[config.mk]
export PLATFORM = sky130hd
export DESIGN_NAME = dwne_sqrt
export DESIGN_NICKNAME = d
export VERILOG_FILES = /design/src/rtl/dwne_pkg.sv /design/src/rtl/dwne_sqrt.sv
export SDC_FILE = /design/constraint.sdc
export NUM_CORES = 1
export LEC_CHECK = 0
export BUFFER_PORTS_ARGS = -buffer_cell sky130_fd_sc_hd__buf_2
export CORE_ASPECT_RATIO = 0.7
export CORE_MARGIN = 5
export CORE_UTILIZATION = 24
export CTS_BUF_LIST = sky130_fd_sc_hd__clkbuf_2
export CTS_CLUSTER_DIAMETER = 40
export DETAILED_ROUTE_END_ITERATION = 12
export PLACE_DENSITY_LB_ADDON = 0.12
export SLEW_MARGIN = 30
export SYNTH_ARGS = -nofsm -noshare
export SYNTH_HDL_FRONTEND = slang
export SYNTH_SLANG_ARGS = --single-unit
[constraint.sdc]
create_clock -name i_clk -period 5.8 [get_ports i_clk]
set_input_delay 0.29 -clock i_clk [delete_from_list [all_inputs] [get_ports i_clk]]
set_output_delay 0.29 -clock i_clk [all_outputs]
set_load 0.1 [all_outputs]
[src/rtl/dwne_pkg.sv]
`timescale 1ns / 1ps
`default_nettype none
// ----------------------------------------------------------------------------
// dwne_pkg
// Shared constants, types and saturation helpers of the damped weighted
// normal-equation builder.
// ----------------------------------------------------------------------------
package dwne_pkg;

    localparam int MAX_COLS = 8;
    localparam int IDX_W    = $clog2(MAX_COLS);
    localparam int CNT_W    = $clog2(MAX_COLS + 1);
    localparam int ELEM_W   = 32;
    localparam int ACC_W    = 48;
    localparam int NORM_W   = 64;
    localparam int ROOT_W   = 40;
    localparam int STEP_W   = 4;

    // Issue steps: one per matrix row, then the right side, then damping.
    localparam logic [STEP_W-1:0] STEP_RHS  = STEP_W'(MAX_COLS);
    localparam logic [STEP_W-1:0] STEP_DAMP = STEP_W'(MAX_COLS + 1);

    localparam int DRAIN_CYC = 4;

    // Configuration register indexes.
    localparam logic CFG_DAMPING = 1'b0;
    localparam logic CFG_COLS    = 1'b1;

    localparam logic signed [ACC_W-1:0] S48_MAX = {1'b0, {(ACC_W-1){1'b1}}};
    localparam logic signed [ACC_W-1:0] S48_MIN = {1'b1, {(ACC_W-1){1'b0}}};

    typedef struct packed {
        logic             v;
        logic             sub;   // right-side term: subtract
        logic [IDX_W-1:0] addr;
    } t_tag;

    typedef struct packed {
        logic signed [ELEM_W-1:0] a;
        logic signed [ELEM_W-1:0] b;
        logic [ELEM_W-1:0]        f;
        t_tag                     tag;
    } t_op;

    // Sign and magnitude to a saturated 48-bit term.
    function automatic logic signed [ACC_W-1:0] sat_term(input logic [NORM_W-1:0] mag,
                                                         input logic neg);
        logic signed [ACC_W-1:0] res;
        if (neg) begin
            if (mag > {{(NORM_W-ACC_W){1'b0}}, S48_MIN}) res = S48_MIN;
            else res = -$signed(mag[ACC_W-1:0]);
        end else begin
            if (mag > {{(NORM_W-ACC_W){1'b0}}, S48_MAX}) res = S48_MAX;
            else res = $signed(mag[ACC_W-1:0]);
        end
        return res;
    endfunction

    function automatic logic signed [ACC_W-1:0] add_sat(input logic signed [ACC_W-1:0] a,
                                                        input logic signed [ACC_W-1:0] b,
                                                        input logic sub);
        logic signed [ACC_W+1:0] s;
        logic signed [ACC_W-1:0] res;
        if (sub) s = (ACC_W+2)'(a) - (ACC_W+2)'(b);
        else s = (ACC_W+2)'(a) + (ACC_W+2)'(b);
        if (s > (ACC_W+2)'(S48_MAX)) res = S48_MAX;
        else if (s < (ACC_W+2)'(S48_MIN)) res = S48_MIN;
        else res = s[ACC_W-1:0];
        return res;
    endfunction

endpackage
`default_nettype wire

[src/rtl/dwne_sqrt.sv]
`timescale 1ns / 1ps
`default_nettype none
// ----------------------------------------------------------------------------
// dwne_sqrt
// Bit-serial integer square root of value * 2^16, one root bit a cycle.
// ----------------------------------------------------------------------------
module dwne_sqrt
    import dwne_pkg::*;
(
    input  wire logic              i_clk,
    input  wire logic              i_rst_n,
    input  wire logic              i_start,
    input  wire logic [NORM_W-1:0] i_val,
    output logic                   o_done,
    output logic [ROOT_W-1:0]      o_root
);

    localparam int X_W   = 2 * ROOT_W;
    localparam int REM_W = ROOT_W + 3;
    localparam int CW    = $clog2(ROOT_W);

    logic [X_W-1:0]   r_x;
    logic [REM_W-1:0] r_rem;
    logic [CW-1:0]    r_cnt;
    logic             r_busy;
    logic [REM_W-1:0] rem_sh, trial;
    logic             ge;

    assign rem_sh = {r_rem[REM_W-3:0], r_x[X_W-1:X_W-2]};
    assign trial  = {1'b0, o_root, 2'b01};
    assign ge     = rem_sh >= trial;

    always_ff @(posedge i_clk) begin
        if (!i_rst_n) begin
            r_busy <= 1'b0;
            o_done <= 1'b0;
            r_cnt  <= '0;
        end else begin
            o_done <= 1'b0;
            if (i_start) begin
                r_busy <= 1'b1;
                r_cnt  <= CW'(ROOT_W - 1);
            end else if (r_busy) begin
                r_cnt <= r_cnt - 1'b1;
                if (r_cnt == '0) begin
                    r_busy <= 1'b0;
                    o_done <= 1'b1;
                end
            end
        end
        if (i_start) begin
            r_x    <= {i_val, {(X_W-NORM_W){1'b0}}};
            r_rem  <= '0;
            o_root <= '0;
        end else if (r_busy) begin
            r_x    <= {r_x[X_W-3:0], 2'b00};
            r_rem  <= ge ? rem_sh - trial : rem_sh;
            o_root <= {o_root[ROOT_W-2:0], ge};
        end
    end

endmodule
`default_nettype wire

==> metrics.md <==
| Metric | Value |
|---|---|
| Critical Path, Cell by Cell | inv_1 -> ha_1 -> and3_1 -> a221o_1 -> a41o_1 -> o21ai_2 -> o211ai_4 -> a21oi_4 -> buf_4 -> nand2_1 -> a311oi_1 |
| Placed Area | roughly 10000 um^2 |
| Antenna viol nets, final | 0 |
| Metal3 WL | around 880 um |
| Reg2Reg Launch Point | o_root[1] |
| Core Footprint | 37100 um^2 |
| Predominant post-synthesis flop cell | dfxtp_1 |
| Kind of critical path | flop to flop |
| Startpoint Class | flop |
| DR pass1 iterations | 5 |
| Ports | between 100 and 150 |
| Initial drt markers | 363 |
| CP max stage cell | a21oi_4 |
| Vias in the first global route | between 7000 and 8000 |
| Area grow syn2layout | 22.7% |
| Synthesis-stage register bit count | about 150 |
| Post-Place Worst Slack | about 2.1 ns |
| Initial Util | 24.3% |
| Largest net degree at the start of global routing | 70 |
| Syn. warnings | 0 |
| Max-cap violations | 0 |
| Gate power share | between 50% and 60% |
| Clock power frac | about 16% |
| PD cells | roughly 400 nW/um^2 |
| Worst clock skew | 0.0524 ns |
| Ratio of cells with drive above 1 in the final layout | between 20% and 30% |
| Post-Layout Cell Count | around 1600 |
| Flop pwr share | a little under a third |
| Commonest non-fill, non-tap cell in the layout | nor2_1 |
| GR Util All Layers | about an eighth |
| HP Class | input pin to flop |
| CP max stage delay | between 0.6 and 0.7 ns |
| Period utilization | a little under two thirds |
| Cell-internal power | about 2.4 mW |
| WP data arrival | between 4 and 5 ns |
| CTS tree | built |
| DR vias/cell | ~4.6 |
| Die extent in y | around 170 um |
| Die area | around 42000 um^2 |
| Layout Nets | around 1200 |
| Syn Inst Count | roughly 950 |
| Slew Viols, Final | 0 |
| Async S/R FF share, synth | 0% |
| Global-route wire length before repair | roughly 42 mm |
| Final Util | 29.8% |
| Synthesized net count | 1057 |
| IO buf count | roughly 110 |
| Peak VDD IR | 147 uV |
| Synth unique cells | 65 |
| Status | complete, no violations |
| Dpl cells | around 1500 |
| Routed WL | 25.9 mm |
| DR top layer | met4 |
| Crit Path Max Fanout | 22 |
| PnR worst setup slack | 2.10 ns |
| WP buf/inv | 2 |
| DP HPWL | 18.3 mm |
| Leak | about 4.4 nW |
| Final setup TNS | 0 ns |
| Routed length on met1 | approximately 14 mm |
| Unrepaired setup endpoints after global routing | false |
| Netlist Area Pre-Place | around 9000 um^2 |
| Number of synthesized flops with an enable pin | between 60 and 70 |
| Post-CTS sizing | 0 |
| Net Sw Power | ~2.1 mW |
| Initial antenna violation count | 2 |
| Final Hold Viols | 0 |
| Worst Setup SP | o_root[1] |
| Commonest cells after routing, fill and taps aside | nor2_1 (109), buf_2 (106), nand2_1 (94) |
| Syn_area_per_cell | around 9.5 um^2 |
| Final instance area | roughly 11000 um^2 |
| Post-layout min period | about 3.7 ns |
| Maximum root-to-sink buffer count | 2 |
| Required @ worst endpoint | about 6.5 ns |
| H-tree depth | 4 |
| # rows | 59 |
| Clk root buf | clkbuf_2 |
| Hold_sp | i_val[30] |
| Sw Ratio | a little under half |
| DRC | 0 |
| Final setup violation count | 0 |
| Fmax | roughly 270 MHz |
| Slew margin rel. | about 43% |
| WL met2 | about 11 mm |
| Worst Tran Pin Value | 0.860 ns |
| Clock buffer count from CTS | 17 |
| Cell family with most CP delay | compound AO/OA/AOI/OAI gates |
| Post-synthesis sequential area ratio | approximately two fifths |
| Via count | 7400 |
| Routed wire per std cell | between 15 and 20 um |
| Overflow after GRT | 0 |
| Crit. End Element | flop |
| Global placement routability congestion | 0.814 |
| Clk sinks | roughly 150 |
| Clock Latency Late Sink | 0.84 ns |
| Clock slew at reported path FFs | slightly below 0.3 ns |
| Die W | 242 um |
Yosys cell counts (20+ instances only):
cell type / instances / share of area (%)
nor2_1: 109 / 4.5
nand2_1: 94 / 3.9
dfxtp_1: 89 / 20
edfxtp_1: 64 / 21
mux2_2: 64 / 8.0
inv_1: 55 / 2.3
a21oi_1: 49 / 2.7
ha_1: 44 / 6.1
mux2i_1: 44 / 4.9
clkbuf_1: 34 / 1.4
o21ai_0: 30 / 1.7
a21o_1: 20 / 1.7
xnor2_1: 20 / 1.9
registers in the layout (all words and copies together) (netlist names):
signal and flops:
o_done 1, r_x 64, r_cnt 6, o_root 40
r_busy 1, r_rem 41
power by group through the flow:
stage	registers [mW]	logic (mW)	clock network, mW
3_3_place_gp	1.38	2.40	0
5_1_grt	1.37	2.70	0.797
2_1_floorplan	1.35	1.88	0
6_report	1.35	2.42	0.702
3_5_place_dp	1.37	2.36	0
4_1_cts	1.35	2.42	0.752
cell families (layout without fill, tap and decap cells):
kind of cell | after synthesis | in the layout | share of synthesized area (%)
and+or+nand+nor | 300 | 300 | 15.0
adders and majority gates | 44 | 44 | 6.10
buffers and inverters | 106 | 279 | 5.02
xor gates and xnor gates | 29 | 29 | 2.81
muxes | 108 | 108 | 12.9
AOI/OAI and AO/OA | 206 | 206 | 17.2
other | 0 | 4 | 0
DFF | 153 | 153 | 41.0
metrics by stage:
stage | hold slack, ns | power (mW)
final | 0.259 | 4.47
after global routing | 0.0980 | 4.86
after CTS | 0.117 | 4.52
after detailed placement | 0.470 | 3.73
after global placement | 0.477 | 3.77
after floorplan | 0.407 | 3.23
routing by layer:
| metal | GRT usage [%] | vias up |
|---|---|---|
| li1 | - | 3752 |
| met1 | 19.2 | 3541 |
| met2 | 17.9 | 97 |
| met3 | 2.98 | 10 |
| met4 | 2.36 | 0 |
| met5 | 0 | - |
worst reg2reg max path, stage by stage, from the launching register on:
cell and delay [ns]:
dfxtp_1 0.43, inv_1 0.09, ha_1 0.36, and3_1 0.24, a221o_1 0.43, a41o_1 0.33
o21ai_2 0.20, o211ai_4 0.14, a21oi_4 0.62, buf_4 0.40, nand2_1 0.11, a311oi_1 0.27
cell type report:
type | instances | area [um^2]
Tap cell | 488 | 611
Antenna cell | 4 | 10.0
Fill cell | 3935 | 26100
Multi-Input combinational cell | 687 | 4870
Sequential cell | 153 | 3710
Timing Repair Buffer | 193 | 1400
Clock buffer | 17 | 85.1
Inverter | 55 | 206
Clock inverter | 14 | 185
what timing repair did:
action / CTS / global route
setup endpoints to repair: 0 / 0
endpoints found under the hold margin: 102 / 0
hold buffers: 79 / 0
buffers inserted: 0 / 0
final timing paths:
check	to	slack, ns	cells past startpoint
setup / recovery	r_rem[30]	2.10	11
hold / removal	r_x[46]	0.26	3
setup reg to reg	r_rem[30]	2.10	11
hold reg to reg	r_rem[0]	0.50	2
(Power assumes the default switching activity.)
